### src/assert_macros.svh
// ----------------------------------------------------------------------------
// Assertion macros
// Shared concurrent assertion helpers, clocked on aclk, quiet during reset.
// ----------------------------------------------------------------------------
`ifndef ASSERT_MACROS_SVH
`define ASSERT_MACROS_SVH
`ifndef SYNTH
// Property holds in the same cycle as its trigger.
`define CHK_SAME(lbl, pre, post, msg) \
    lbl: assert property (@(posedge aclk) disable iff (!aresetn) (pre) |-> (post)) \
        else $error(msg);
// Property holds in the cycle after its trigger.
`define CHK_NEXT(lbl, pre, post, msg) \
    lbl: assert property (@(posedge aclk) disable iff (!aresetn) (pre) |=> (post)) \
        else $error(msg);
`else
`define CHK_SAME(lbl, pre, post, msg)
`define CHK_NEXT(lbl, pre, post, msg)
`endif
`endif

### src/akf_pkg.sv
`timescale 1ns / 1ps
// ----------------------------------------------------------------------------
// Altitude Kalman filter package
// Constants and fixed-point helpers shared by the filter modules.
// ----------------------------------------------------------------------------
package akf_pkg;

    // Configuration register indexes.
    localparam logic CFG_PROCESS_NOISE = 1'b0;
    localparam logic CFG_MEAS_NOISE    = 1'b1;

    // Reset values: 0.001 and 10.0 in Q8.24, and 1.0 in Q8.24.
    localparam logic [30:0] PROCESS_NOISE_RST = 31'd16777;
    localparam logic [30:0] MEAS_NOISE_RST    = 31'd167772160;
    localparam logic signed [31:0] ONE_Q24    = 32'sd16777216;

    // Operation selector carried in tuser.
    localparam logic FUNC_PREDICT = 1'b0;
    localparam logic FUNC_UPDATE  = 1'b1;

    // Product width of the shared multiplier.
    localparam int MUL_A_W = 34;
    localparam int MUL_B_W = 32;
    localparam int MUL_P_W = MUL_A_W + MUL_B_W;

    typedef logic signed [MUL_P_W-1:0] prod_t;
    typedef logic signed [47:0] wide_t;

    // Round half up, then shift right by 24.
    function automatic logic signed [41:0] rnd24(input prod_t p);
        prod_t t;
        t = p + prod_t'(1 <<< 23);
        return 42'(t >>> 24);
    endfunction

    // Round half up, then shift right by 25.
    function automatic logic signed [40:0] rnd25(input prod_t p);
        prod_t t;
        t = p + prod_t'(1 <<< 24);
        return 41'(t >>> 25);
    endfunction

    // Clamp to the signed 32-bit range.
    function automatic logic signed [31:0] sat32(input wide_t v);
        logic signed [31:0] r;
        if (v > wide_t'(32'sh7fffffff)) begin
            r = 32'sh7fffffff;
        end else if (v < wide_t'(-48'sd2147483648)) begin
            r = 32'sh80000000;
        end else begin
            r = v[31:0];
        end
        return r;
    endfunction

endpackage

### src/akf_mul.sv
`timescale 1ns / 1ps
// ----------------------------------------------------------------------------
// Shared multiplier
// Signed 34 x 32 multiply with a registered product, one result a cycle.
// ----------------------------------------------------------------------------
module akf_mul
    import akf_pkg::*;
(
    input  logic                      aclk,
    input  logic signed [MUL_A_W-1:0] op_a,
    input  logic signed [MUL_B_W-1:0] op_b,
    output prod_t                     prod
);

    prod_t prod_reg;

    // Product is registered before any use.
    always_ff @(posedge aclk) begin
        prod_reg <= prod_t'(op_a) * prod_t'(op_b);
    end

    assign prod = prod_reg;

endmodule

### config.mk
export PLATFORM = sky130hd
export DESIGN_NAME = akf_mul
export DESIGN_NICKNAME = d
export VERILOG_FILES = /design/src/assert_macros.svh /design/src/akf_pkg.sv /design/src/akf_mul.sv
export SDC_FILE = /design/constraint.sdc
export NUM_CORES = 2
export LEC_CHECK = 0
export BUFFER_PORTS_ARGS = -buffer_cell sky130_fd_sc_hd__buf_2
export CAP_MARGIN = 20
export CELL_PAD_IN_SITES_DETAIL_PLACEMENT = 2
export CELL_PAD_IN_SITES_GLOBAL_PLACEMENT = 2
export CORE_UTILIZATION = 25
export CTS_CLUSTER_SIZE = 20
export DETAILED_ROUTE_END_ITERATION = 10
export GPL_TIMING_DRIVEN = 0
export PLACE_DENSITY = 0.51
export SYNTH_ARGS = -nofsm -noshare
export SYNTH_HDL_FRONTEND = slang
export SYNTH_SLANG_ARGS = --single-unit
### constraint.sdc
create_clock -name aclk -period 17.27 [get_ports aclk]
set_input_delay 1.727 -clock aclk [delete_from_list [all_inputs] [get_ports aclk]]
set_output_delay 1.727 -clock aclk [all_outputs]
set_load 0.02 [all_outputs]
## Yosys cells after proc, flatten, opt, wreduce, memory -nomap -nowiden

Index checks and enable logic that the tools add are counted.

| cells by class | value |
|---|---|
| multiply operators | 1 |

Operators with widths:

| kind | count |
|---|---|
| multiplier 34 x 32 -> 66 bit | 1 |

| storage, ports and cells | value |
|---|---|
| register bits after elaboration | 66 |
| input port bits | 67 |
| output and inout port bits | 66 |
| logic and storage cells | 2 |

## Longest topological paths before layout

| logic depth | value |
|---|---|
| word-level depth | 1 |
| mapped depth | 29 |
| depth with buffers taken out | 28 |

## Least setup slack after synthesis

No wires, ideal clock.

| timing | value |
|---|---|
| path type | input to register |
| start | input op_a[33] |
| end | register prod_reg[65], in the netlist prod[65] |
| library setup time | 0.072 ns |
| arrival time | 8.906 ns |
| data required time | 17.198 ns |
| path slack | 8.292 ns |
| stages | 23 |
| path buffers | 2 |
| path through | clkbuf_1 -> nand2_1 -> inv_1 -> fa_1 -> inv_1 -> fa_1 -> fa_1 -> inv_1 -> fa_1 -> inv_1 -> fa_1 -> fa_1 -> fa_1 -> fa_1 -> inv_1 -> ha_1 -> clkbuf_1 -> and3_1 -> nand3_1 -> or2_2 -> o211a_1 -> o31ai_2 -> xnor2_1 |

| between the ends | value |
|---|---|
| longest elaborated chain between the ends | 1 |

RTL lines:

| element | line | RTL |
|---|---|---|
| from (decl) | akf_mul.sv:10 | `input logic signed [MUL_A_W-1:0] op_a,` |
| multiplier 34 x 32 -> 66 bit | akf_mul.sv:19 | `prod_reg <= prod_t'(op_a) * prod_t'(op_b);` |
| to (signal assigned) | akf_mul.sv:19 |  |
| to (decl) | akf_mul.sv:15 | `prod_t prod_reg;` |

Every way passes these cells.

## Worst setup path after layout

| timing | value |
|---|---|
| start | input op_b[23] |
| end | register prod_reg[63], in the netlist prod[63] |

| between the ends | value |
|---|---|
| longest elaborated chain between the ends | 1 |

RTL lines:

| element | line | RTL |
|---|---|---|
| from (decl) | akf_mul.sv:11 | `input logic signed [MUL_B_W-1:0] op_b,` |
| multiplier 34 x 32 -> 66 bit | akf_mul.sv:19 |  |

Every way passes these cells.

==> results.sh <==
export IMPL_die_x_microns=400
export IMPL_place_inst=6402
export IMPL_fin_ws_ns=6.51
export IMPL_postCtsHoldBufs=0
export IMPL_syn_inst=4212
export IMPL_fmax_ghz=0.0930
export IMPL_critPathMaxStageDelay_ns=0.82
export IMPL_worst_pin_slew_ns=1.19
export IMPL_fin_tns_setup_ns=0
export IMPL_seq_area_sq_mm=0.00132
export IMPL_cts_htree_levels=3
export IMPL_ctsResizeCount=0
export IMPL_die_y_microns=400
export IMPL_drive_above_1_share_pct=4.20
export IMPL_detail_route_antenna_nets=0
export IMPL_period_share_pct=62.3
export IMPL_largest_reg_flops=66
export IMPL_synth_mux_area_share_pct=0
export IMPL_fillers=17700
export IMPL_drc=0
export IMPL_async_reset_ff_share_pct=0
export IMPL_hold_path_depth=2
export IMPL_post_cts_buffers=0
export IMPL_clk_path_buf_depth=2
export IMPL_root_buffer="clkbuf_16"
export IMPL_cp_required_ns=17.63
export IMPL_synth_edf_count=0
export IMPL_ys_seq_elements=66
export IMPL_syn_to_final_growth_pct=9.21
export IMPL_dp_slack_ns=5.76
export IMPL_slowest_stage="clkbuf_1"
export IMPL_crit_fanout=10
export IMPL_vias=29000
export IMPL_start_util_pct=25.3
export IMPL_arrival_ns=11.11
export IMPL_max_slew_margin_pct=20.6
export IMPL_stdcell_count=6427
export IMPL_cpMostUsedCell="fa_1"
export IMPL_syn_area_per_cell_sq_um=9.42
export IMPL_netlist_area_leader_share_pct=57.6
export IMPL_clock_sinks=66
export IMPL_cts_tree="built"
export IMPL_clk_pin_slew_ns=0.07
export IMPL_ys_flop_type="dfxtp_1"
export IMPL_dp_final_hpwl_mm=164
export IMPL_synth_xor_area_share_pct=1.61
export IMPL_design_area_sq_mm=0.0433
export IMPL_grt_ovfl_total=0
export IMPL_grt_pass1_wl_mm=261
export IMPL_path_cells="clkbuf_1 -> clkbuf_1 -> nand2_1 -> fa_1 -> inv_1 -> fa_1 -> inv_1 -> fa_1 -> inv_1 -> fa_1 -> fa_1 -> fa_1 -> fa_1 -> fa_1 -> ha_1 -> nand2_1 -> nor3_1 -> nand3_1 -> a21oi_1 -> a2111oi_2 -> nor4b_2 -> o31ai_2 -> o21ba_2 -> nor3_1"
export IMPL_synth_seq_area_share_pct=3.33
export IMPL_synth_top_area_cell="fa_1"
export IMPL_worst_setup_path_start_kind="primary input"
export IMPL_drv_max_cap_violation_count=0
export IMPL_synth_distinct_cells=61
export IMPL_outcome="finished clean"
export IMPL_syn_cell_area_sq_mm=0.0397
export IMPL_die_area_sq_mm=0.160
export IMPL_routed_wl_mm=182
export IMPL_fin_crit_ns=10.76
export IMPL_synth_top_family_by_area="adder cells"
export IMPL_min_path_type="in -> reg"
export IMPL_nets=5754
export IMPL_crit_path_end_kind="flip-flop"
export IMPL_syn_num_nets=5609
export IMPL_postPlaceCellArea_sq_mm=0.0430
export IMPL_antenna_found_initial=13
export IMPL_hold_violations=0
export IMPL_grt_pass1_vias=34000
export IMPL_critical_path_class="in -> reg"
export IMPL_maxSlewViolCount=0
export IMPL_place_congestion=0.936
export IMPL_drt_first_pass_iters=5
export IMPL_rsz0062_at_grt="no"
export IMPL_synth_warnings=0
export IMPL_synth_fa_ha_area_share_pct=63.5
export IMPL_synthSimpleGateAreaFrac_pct=15.6
export IMPL_portBuffers=126
export IMPL_cts_buffers=9
export IMPL_multi_input_area_sq_mm=0.0336
export IMPL_synth_area_leaders="fa_1 (58%), inv_1 (10%), and2_1 (8.4%)"
export IMPL_synth_compound_area_share_pct=3.79
export IMPL_track_usage_pct=23.3
export IMPL_rows=145
export IMPL_io_pins=133
export IMPL_drt_iter0_markers=1350
export IMPL_grt_max_degree=14
export IMPL_coreArea_sq_mm=0.157
export IMPL_setup_viol_count_final=0
export IMPL_routed_via_density=4.51
export IMPL_wl_per_cell_microns=28.3
-- routing by layer --
layer	track usage, %	vias up	wire length [microns]
met3	2.79	140	6170
met4	6.44	4	5340
met2	40.7	478	91600
li1	-	12300	-
met1	30.1	16100	78600
met5	0	-	33
-- cells by family after synthesis --
kind of cell | Yosys count
AOI/OAI and AO/OA | 219
xor gates and xnor gates | 73
adders and majority gates | 1330
buffers and inverters | 1280
DFF | 66
and+or+nand+nor | 1244
-- cell usage in the layout, fill, tap and decap left out, types with 14 or more instances in the layout --
| cell type | n |
|---|---|
| fa_1 | 1142 |
| nand2b_1 | 14 |
| nand3_1 | 21 |
| ha_1 | 188 |
| buf_2 | 134 |
| xnor2_1 | 52 |
| a21oi_1 | 73 |
| inv_1 | 1053 |
| a21o_1 | 32 |
| nor2_1 | 64 |
| nand2_1 | 565 |
| o21ai_0 | 35 |
| clkbuf_1 | 219 |
| and2_1 | 534 |
| dfxtp_1 | 66 |
| xor2_1 | 21 |
-- metrics by stage --
stage | util, % | hold WS, ns
6_report | 27.6 | 1.59
5_1_grt | 27.6 | 1.60
3_5_place_dp | 27.4 | 2.07
2_1_floorplan | - | 1.85
3_3_place_gp | 27.3 | 2.07
4_1_cts | 27.6 | 1.57
-- synth_stat cells, drive strengths merged (21+ instances only) --
cell type  number
ha            188
xnor2          52
and2          534
o21ai          37
dfxtp          66
nand3          21
fa           1142
nand2         566
xor2           21
a21oi          75
clkbuf        219
inv          1053
nor2           64
a21o           32
-- cell type report --
cell class / instances / share of cell area [%]
antenna: 8 / 0.0462
buffer: 227 / 1.99
clock buffer: 10 / 0.551
clock inverter: 5 / 0.127
inverter: 1053 / 9.12
multi-input combinational: 2866 / 77.4
sequential: 66 / 3.05
tap: 2058 / 5.94
timing repair buffer: 134 / 1.77
-- path summary, 6_finish.rpt --
check | endpoint | slack [ns] | start
setup / recovery | prod[63]$_DFF_P_ | 6.51 | op_b[23]
hold / removal | prod[0]$_DFF_P_ | 1.59 | op_a[0]
-- critical path, delay by kind of cell --
| kind | cells | cell delay (ns) |
|---|---|---|
| and+or+nand+nor | 6 | 1.80 |
| buffers and inverters | 5 | 1.66 |
| adders and majority gates | 9 | 4.90 |
| AOI/OAI and AO/OA | 4 | 1.01 |
Power is left out: the tool's default activity adds up to more than one toggle a clock period on the data nets, which glitch-free logic cannot reach.
