`src/assert_macros.svh`:
```
// ----------------------------------------------------------------------------
// Assertion macros
// Shared concurrent assertion helpers, clocked on aclk, quiet during reset.
// ----------------------------------------------------------------------------
`ifndef ASSERT_MACROS_SVH
`define ASSERT_MACROS_SVH
`ifndef SYNTH
// Property holds in the same cycle as its trigger.
`define CHK_SAME(lbl, pre, post, msg) \
    lbl: assert property (@(posedge aclk) disable iff (!aresetn) (pre) |-> (post)) \
        else $error(msg);
// Property holds in the cycle after its trigger.
`define CHK_NEXT(lbl, pre, post, msg) \
    lbl: assert property (@(posedge aclk) disable iff (!aresetn) (pre) |=> (post)) \
        else $error(msg);
`else
`define CHK_SAME(lbl, pre, post, msg)
`define CHK_NEXT(lbl, pre, post, msg)
`endif
`endif

```
`src/akf_pkg.sv`:
```
`timescale 1ns / 1ps
// ----------------------------------------------------------------------------
// Altitude Kalman filter package
// Constants and fixed-point helpers shared by the filter modules.
// ----------------------------------------------------------------------------
package akf_pkg;

    // Configuration register indexes.
    localparam logic CFG_PROCESS_NOISE = 1'b0;
    localparam logic CFG_MEAS_NOISE    = 1'b1;

    // Reset values: 0.001 and 10.0 in Q8.24, and 1.0 in Q8.24.
    localparam logic [30:0] PROCESS_NOISE_RST = 31'd16777;
    localparam logic [30:0] MEAS_NOISE_RST    = 31'd167772160;
    localparam logic signed [31:0] ONE_Q24    = 32'sd16777216;

    // Operation selector carried in tuser.
    localparam logic FUNC_PREDICT = 1'b0;
    localparam logic FUNC_UPDATE  = 1'b1;

    // Product width of the shared multiplier.
    localparam int MUL_A_W = 34;
    localparam int MUL_B_W = 32;
    localparam int MUL_P_W = MUL_A_W + MUL_B_W;

    typedef logic signed [MUL_P_W-1:0] prod_t;
    typedef logic signed [47:0] wide_t;

    // Round half up, then shift right by 24.
    function automatic logic signed [41:0] rnd24(input prod_t p);
        prod_t t;
        t = p + prod_t'(1 <<< 23);
        return 42'(t >>> 24);
    endfunction

    // Round half up, then shift right by 25.
    function automatic logic signed [40:0] rnd25(input prod_t p);
        prod_t t;
        t = p + prod_t'(1 <<< 24);
        return 41'(t >>> 25);
    endfunction

    // Clamp to the signed 32-bit range.
    function automatic logic signed [31:0] sat32(input wide_t v);
        logic signed [31:0] r;
        if (v > wide_t'(32'sh7fffffff)) begin
            r = 32'sh7fffffff;
        end else if (v < wide_t'(-48'sd2147483648)) begin
            r = 32'sh80000000;
        end else begin
            r = v[31:0];
        end
        return r;
    endfunction

endpackage

```
`src/akf_div.sv`:
```
`timescale 1ns / 1ps
// ----------------------------------------------------------------------------
// Gain divider
// Computes num * 2^24 / den, truncated toward zero and saturated to 32 bits,
// one quotient bit a cycle.
// ----------------------------------------------------------------------------
module akf_div
    import akf_pkg::*;
(
    input  logic               aclk,
    input  logic               aresetn,
    input  logic               start,
    input  logic signed [31:0] num,
    input  logic        [31:0] den,
    output logic               done,
    output logic signed [31:0] quot
);

    logic        busy_reg;
    logic        done_reg;
    logic [4:0]  cnt_reg;
    logic [56:0] rem_reg;
    logic [61:0] dsh_reg;
    logic [30:0] q_reg;
    logic        neg_reg;
    logic        ovf_reg;

    logic [32:0] mag;
    logic [56:0] rem_init;
    logic        ge;

    // Magnitude of the scaled numerator.
    assign mag      = num[31] ? (33'd0 - {num[31], num}) : {1'b0, num};
    assign rem_init = {mag, 24'd0};
    assign ge       = {5'd0, rem_reg} >= dsh_reg;

    // Control state.
    always_ff @(posedge aclk) begin
        if (!aresetn) begin
            busy_reg <= 1'b0;
            done_reg <= 1'b0;
            cnt_reg  <= '0;
        end else begin
            done_reg <= 1'b0;
            if (start && !busy_reg) begin
                busy_reg <= 1'b1;
                cnt_reg  <= '0;
            end else if (busy_reg) begin
                cnt_reg <= cnt_reg + 5'd1;
                if (cnt_reg == 5'd30) begin
                    busy_reg <= 1'b0;
                    done_reg <= 1'b1;
                end
            end
        end
    end

    // Restoring division datapath.
    always_ff @(posedge aclk) begin
        if (start && !busy_reg) begin
            rem_reg <= rem_init;
            dsh_reg <= {den, 30'd0};
            q_reg   <= '0;
            neg_reg <= num[31];
            ovf_reg <= {6'd0, rem_init} >= {den, 31'd0};
        end else if (busy_reg) begin
            if (ge) begin
                rem_reg <= rem_reg - dsh_reg[56:0];
            end
            q_reg   <= {q_reg[29:0], ge};
            dsh_reg <= dsh_reg >> 1;
        end
    end

    // Sign and saturation of the quotient.
    always_comb begin
        if (ovf_reg) begin
            quot = neg_reg ? 32'sh80000000 : 32'sh7fffffff;
        end else if (neg_reg) begin
            quot = 32'sd0 - {1'b0, q_reg};
        end else begin
            quot = {1'b0, q_reg};
        end
    end

    assign done = done_reg;

endmodule

```
`config.mk`:
```
export PLATFORM = sky130hd
export DESIGN_NAME = akf_div
export DESIGN_NICKNAME = d
export VERILOG_FILES = /design/src/assert_macros.svh /design/src/akf_pkg.sv /design/src/akf_div.sv
export SDC_FILE = /design/constraint.sdc
export NUM_CORES = 1
export LEC_CHECK = 0
export ABC_CLOCK_PERIOD_IN_PS = 11000
export BUFFER_PORTS_ARGS = -buffer_cell sky130_fd_sc_hd__buf_2
export CAP_MARGIN = 20
export CORE_UTILIZATION = 25
export CTS_CLUSTER_SIZE = 24
export DETAILED_ROUTE_END_ITERATION = 16
export HOLD_SLACK_MARGIN = 0.15
export SLEW_MARGIN = 20
export SYNTH_ARGS = -nofsm -noshare
export SYNTH_HDL_FRONTEND = slang
export SYNTH_SLANG_ARGS = --single-unit
```
`constraint.sdc`:
```
create_clock -name aclk -period 11 [get_ports aclk]
set_input_delay 1.1 -clock aclk [delete_from_list [all_inputs] [get_ports aclk]]
set_output_delay 1.1 -clock aclk [all_outputs]
set_load 0.005 [all_outputs]
```
# Yosys cells after proc, flatten, opt, wreduce, memory -nomap -nowiden

Index checks and enable logic that the tools add are counted.

Register bits: 159
Logic and storage cells: 40
Output and inout bits: 33
Bits of input ports: 67

Reductions and logical operators: 8
Bitwise gates (word level): 2
Muxes and demuxes: 13
Order comparisons: 2
Equal/unequal tests: 1
Add/subtract/negate cells: 4

Operators with widths:

| operator              | number |
|---|---|
| $mux 57               | 3 |
| $mux 62               | 2 |
| $mux 32               | 3 |
| $ge 57x63->1          | 1 |
| $ge 57x62->1          | 1 |
| $sub 57x57->57        | 1 |
| $mux 33               | 1 |
| $sub 1x32->33 const A | 1 |
| $sub 1x31->32 const A | 1 |
| $add 5x1->5 const B   | 1 |
| $eq 5x5->1 const B    | 1 |
| $mux 1                | 4 |
| $reduce_and 2->1      | 2 |
| $reduce_bool 2->1     | 2 |
| $reduce_or 3->1       | 1 |
| $not 1->1             | 2 |
| $reduce_or 2->1       | 1 |
| $logic_and 1x1->1     | 1 |
| $logic_not 1->1       | 1 |

# Logic depth before layout (Yosys ltp)

Gate-level depths: netlist of the first run.

Word-level depth: 4
Mapped depth: 18

# Worst setup path after synthesis of the first run

OpenSTA, ideal clock, no wires.

Kind: input-to-reg
Start point: input num[15]
End point: register ovf_reg, data pin
Path slack: 6,340 ps
Buffers on the path: 0
Library setup time: 268 ps
Stages: 16
Required time: 10,732 ps
Arrival: 4,392 ps
Cells stage by stage: or4_4 -> nor4_4 -> nand2b_1 -> or2_4 -> or4_4 -> or3_4 -> o31ai_2 -> xnor2_1 -> ha_1 -> a21o_1 -> a21o_1 -> a21oi_1 -> o21ai_0 -> a21o_1 -> a21oi_1 -> a2111oi_0

Longest elaborated chain between the ends: 3

Ends and longest elaborated chain:

| element              | line          | source |
|---|---|---|
| from (decl)          | akf_div.sv:13 | `input logic signed [31:0] num,` |
| $sub 1x32->33        | akf_div.sv:33 | `assign mag = num[31] ? (33'd0 - {num[31], num}) : {1'b0, num};` |
| $mux 33 (*)          | akf_div.sv:33 |  |
| $ge 57x63->1 (*)     | akf_div.sv:65 | `ovf_reg <= {6'd0, rem_init} >= {den, 31'd0};` |
| to (signal assigned) | akf_div.sv:65 |  |
| to (decl)            | akf_div.sv:26 | `logic ovf_reg;` |

Mark *: on every way between the ends. The rest lies on a longest branch, timed or not.
A chain may end at the register's enable or synchronous reset.

# Worst setup path after layout of the first run

Start point: input num[3]
End point: register ovf_reg, data pin

The elaborated chain is that of the path after synthesis.

==> results of run 1 <==
==> synth_stat cells, types with 50 or more instances <==
cell	n
dfxtp_1	92
clkbuf_1	70
edfxtp_1	67
nand2_1	232
ha_1	87
nand2b_1	50
inv_1	101
xnor2_1	58
nor2_1	76
o21ai_0	122
a21oi_1	99
==> cells by family after synthesis <==
group | share of synthesized area (%)
and+or+nand+nor | 20.73
adders and majority gates | 9.616
xor gates and xnor gates | 7.369
muxes | 0.1737
buffers and inverters | 5.828
other | 0.03253
DFF | 33.43
AOI/OAI and AO/OA | 22.82
==> critical path: cells and delay by family <==
family          cells  cell delay (ns)
xor+xnor            1             0.17
buf+inv             1             0.12
fa+ha+maj           1             0.28
compound gates      8             1.17
simple gates        7             1.93
==> where the power goes <==
group / internal (W) / switching, W
Combinational: 0.000172 / 0.000264
Clock: 0.000320 / 0.000253
Sequential: 0.000648 / 0.0000171
Total: 0.00114 / 0.000535
==> final timing paths <==
path                                    end
worst max-delay path                ovf_reg
worst min-delay path            dsh_reg[11]
worst max register to register  rem_reg[54]
worst min register to register  dsh_reg[11]
==> metrics by stage <==
step | utilization [%] | power (W)
detailed placement | 27.61 | 0.001109
global placement | 27.61 | 0.001106
floorplan | - | 0.0009886
finish | 28.86 | 0.001675
CTS | 28.85 | 0.001692
global route | 28.86 | 0.001769
==> layer usage <==
metal	GRT usage, %	routed length (um)	up-vias
met5	0	0	-
met4	3.263	299	0
met1	18.38	15720	4875
li1	-	-	5218
met2	20.87	13470	190
met3	2.432	1214	20
==> cell type report <==
cell class	count	area share, %
Clock buffer	20	3.728
Tap cell	600	5.720
Timing Repair Buffer	107	4.233
Multi-Input combinational cell	1110	53.43
Clock inverter	12	0.6006
Inverter	101	2.898
Sequential cell	159	29.39
==> metrics.txt, run 1 <==
area of the multi-input gates around 7000 um2; Synth Instances 1447; kind of start point of the critical path primary input; crit-path most repeated cell a21o_1; Port Buf Inserts 99; TNS Setup 0 ns; r2r setup slk around 7 ns; skew final 0.01179 ns; Antenna diodes 0; CTS Buffer Depth 2; CTS clk-pin slew, worst paths 0.07 ns; largest area contributor in the netlist edfxtp_1; grt ovf 0; unique cell type count in the Yosys netlist 75; CTS sink cnt 159; Finish-stage setup viols 0; min-delay src dsh_reg[12]; number of flip-flops under the largest register name 62; data arrival time of the worst path 4.77 ns; post-placement cell area roughly 13000 um2; Pwr Density approximately 130 nW/um2; GRT Util Overall 13.19%; post-synthesis register bit count between 150 and 200; Max stage delay on crit path 0.52 ns; Synth warnings 0; Hold WC Path Type reg -> reg; commonest non-fill, non-tap cell in the layout nand2_1; WP data required about 11 ns; Mean Syn Cell Area 7.967 um2; Die Span X 216.7 um; hold path cells 2; fmax ~0.22 GHz; # Post-CTS Setup Buffers 0; gpl congestion 0.8447; Starting Density 25.35%; CTS Root Buffer Type clkbuf_16; Cell Area, Synth ~12000 um2; critical path peak fanout 6; WL final 30.70 mm; max_slew headroom 35.72%; row cnt 78; RSZ-0062 raised after global routing no; final net count 1651; fin crit share 41.72%; Fin Hold WS 0.4551 ns; fillers 4949; Clock Latency Late Sink 0.45 ns; share of cells above drive strength 1 10.67%; CTS Hold Bufs 0; fin. max-slew vios 0; Final Hold Viols 0; Worst VDD drop 0.00009859 V; final setup margin 6.411 ns; status finished, final reports clean; final instance area 13120 um2; Seq/Total Area, Yosys 33.43%; placed cell count around 2100; Ports 100; register area around 3900 um2; top_reg_cell synth dfxtp_1; core area between 40000 and 50000 um2; Worst Max-Slew Pin Slew 0.9642 ns; Post-synth EDFFs 67; Worst Setup Path Type in -> reg; CP Capture Type flop; WL per Instance 14.56 um; crit path cell chain buf_2, nor3_2, nand2b_2, nor3_4, nand2_2, or3_4, or4_4, or3_4, o31ai_2, xnor2_1, ha_1, a21o_1, a21o_1, a21oi_1, o21ai_0, a21o_1, a21oi_1, a2111oi_0; Static Leak 5.262 nW; Final HPWL DP 22.60 mm; pre-CTS WS 5.944 ns; CTS H-tree lvls 4; P&R area growth vs syn 13.84%; CTS tree done; max_cap viols 0; antenna violations before repair 0; top-area cell type share of the netlist area 17.45%; synth top area cells edfxtp_1 17%, dfxtp_1 16%, ha_1 9.4%, nand2_1 7.6%, o21ai_0 5.3%; Resized Gates After CTS 0; CP Launch Point num[3]; r2r startpoint dsh_reg[7]; Synth Net Count 1602; via count around 10000; antenna viol nets, final 0; vias in the first global route around 10000; DRT iter0 DRCs about 800; Async S/R FF share, synth 0%; Tmin final between 4 and 5 ns; DR vias/cell 4.885; pin count of the biggest net entering global routing 75; commonest non-fill, non-tap cells in the layout 232 x nand2_1, 122 x o21ai_0, 100 x inv_1; Crit-path slowest cell or4_4; TritonRoute pass-1 iters 5; Layout Cells excl Fill ~2100; die area around 47000 um2; r2r worst-path depth 13; global-route wire length before repair ~50 mm; die height 216.7 um; CTS buffer count 17; residual DRC count 0
Power figures use the tool's default switching activity.
==> inputs of run 2 (changes only) <==
ABC_CLOCK_PERIOD_IN_PS = 3930   (was 11000)
clock period = 3.93 ns   (was 11 ns; I/O delays follow)
==> metrics.txt, run 2 (same netlist as run 1, synthesis figures left out) <==
status finished, final reports clean (unchanged); Port Buf Inserts 99 (unchanged); DR vias/cell 4.890 (was 4.885); CP Launch Point num[3] (unchanged); Pwr Density 354.9 nW/um2 (was 127.7 nW/um2); min-delay src aresetn (was dsh_reg[12]); final instance area 13510 um2 (was 13120 um2); fin. max-slew vios 0 (unchanged); Clock Power Share 34.9% (was 34.2%); Static Leak 5.497 nW (was 5.262 nW); antenna viol nets, final 0 (unchanged); skew final 0.01527 ns (was 0.01179 ns); core area 45480 um2 (unchanged); DRT iter0 DRCs 745 (was 795); Final HPWL DP 23.34 mm (was 22.60 mm); switching fraction of total power 32.89% (was 31.92%); fmax between 0.2 and 0.3 GHz; Final Power 0.004794 W (was 0.001675 W); Finish-stage setup viols 0 (unchanged); Internal Power 0.003217 W (was 0.001141 W); switching power 0.001577 W (was 0.0005348 W); kind of start point of the critical path primary input (unchanged); Worst Setup Path Type in -> reg (unchanged); combinational power share 26.2% (was 26.0%); critical path peak fanout 2 (was 6); CTS Root Buffer Type clkbuf_16 (unchanged); commonest non-fill, non-tap cells in the layout 232 x nand2_1, 121 x o21ai_0, 100 x inv_1 (was 232 x nand2_1, 122 x o21ai_0, 100 x inv_1); TNS Setup 0 ns (unchanged); data arrival time of the worst path 3.97 ns (was 4.77 ns); final net count 1697 (was 1651); RSZ-0062 raised after global routing yes (was no); Sequential Power Share 39.0% (was 39.7%); global-route wire length before repair 51.27 mm (was 50.18 mm); CTS clk-pin slew, worst paths 0.07 ns (about the same); die height 216.7 um (unchanged); pin count of the biggest net entering global routing 75 (unchanged); Final Hold Viols 0 (unchanged); vias in the first global route 10151 (was 9862); CP Capture Type flop (unchanged); WL per Instance 14.55 um (was 14.56 um); Worst VDD drop 0.0003044 V (was 0.00009859 V); fin crit share 96.32%; Ports 100 (unchanged); Starting Density 25.35% (unchanged); Tmin final 3.785 ns; share of cells above drive strength 1 13.63% (was 10.67%); WL final 31.37 mm (was 30.70 mm); max_cap viols 0 (unchanged); CTS Hold Bufs 0 (unchanged); GRT Util Overall 13.42% (was 13.19%); WP data required 4.11 ns (was 11.18 ns); grt ovf 0 (unchanged); row cnt 78 (unchanged); CTS Buffer Depth 2 (unchanged); gpl congestion 0.8817 (was 0.8447); Core Util, Final 29.70% (was 28.86%); CTS tree done (unchanged); Hold WC Path Type in -> reg (was reg -> reg); residual DRC count 0 (unchanged); TritonRoute pass-1 iters 5 (unchanged); via count 10537 (was 10303); Clock Latency Late Sink 0.46 ns (was 0.45 ns); post-placement cell area 12890 um2 (was 12550 um2); CTS H-tree lvls 4 (unchanged); Die Span X 216.7 um (unchanged); Worst Max-Slew Pin Slew 0.9658 ns (was 0.9642 ns); CTS buffer count 17 (unchanged); max_slew headroom 35.61% (was 35.72%); antenna violations before repair 0 (unchanged); P&R area growth vs syn 17.16% (was 13.84%); commonest non-fill, non-tap cell in the layout nand2_1 (unchanged); r2r startpoint dsh_reg[1] (was dsh_reg[7]); Antenna diodes 0 (unchanged); number of flip-flops under the largest register name 62 (unchanged); CTS sink cnt 159 (unchanged); die area 46980 um2 (unchanged)
## run 2: area by class of cell
type                       instances  area, um2
tap                              600      750.7
clock inverter                    15      147.6
inverter                         101      379.1
clock buffer                      17      425.4
timing repair buffer             153      900.9
multi-input combinational       1110       7046
fill                            4941      31970
sequential                       159       3857
## run 2: path summary, 6_finish.rpt
| path | slack [ns] | endpoint | depth (start not counted) |
|---|---|---|---|
| worst max-delay path | 0.14 | ovf_reg | 18 |
| worst min-delay path | 0.19 | busy_reg | 3 |
| worst max register to register | 0.24 | rem_reg[53] | 14 |
| worst min register to register | 0.45 | dsh_reg[10] | 2 |
## run 2: power by group through the flow
stage	Sequential [W]	Clock [W]	Combinational [W]
finish	0.00187	0.00167	0.00125
global placement	0.00190	0	0.00122
CTS	0.00187	0.00171	0.00124
floorplan	0.00187	0	0.000893
detailed placement	0.00190	0	0.00123
global route	0.00188	0.00178	0.00139
## run 2: repair_timing
| action | CTS | global route |
|---|---|---|
| setup buffers | 0 | 1 |
| setup endpoints to repair | 0 | 1 |
| resized for setup | 0 | 7 |
## run 2: worst max-delay path: stages
cell	delay (ns)
buf_2	0.12
nor3_4	0.20
nand2b_2	0.10
nor3_4	0.15
nand2_2	0.08
or3_4	0.41
or4_4	0.52
or3_4	0.36
o31ai_4	0.21
xnor2_2	0.16
ha_1	0.27
a21o_1	0.17
a21o_1	0.17
a21oi_1	0.14
o21ai_1	0.09
a21o_1	0.19
a21oi_2	0.14
a2111oi_1	0.09
## run 2: layer usage
metal | part of all wire (%) | global-route usage [%]
met1 | 50 | 18.47
met2 | 44 | 20.84
met3 | 4.5 | 2.572
met4 | 1.8 | 4.648
met5 | 0 | 0
## run 2: per-stage QoR
stage	worst slack [ns]	cells	hold WS, ns
4_1_cts	0.06399	2154	0.1608
6_report	0.1445	2155	0.1916
5_1_grt	0.002303	2155	0.1859
3_3_place_gp	-0.2925	2122	0.4387
2_1_floorplan	-0.01178	1447	0.4283
3_5_place_dp	-0.4161	2122	0.4415
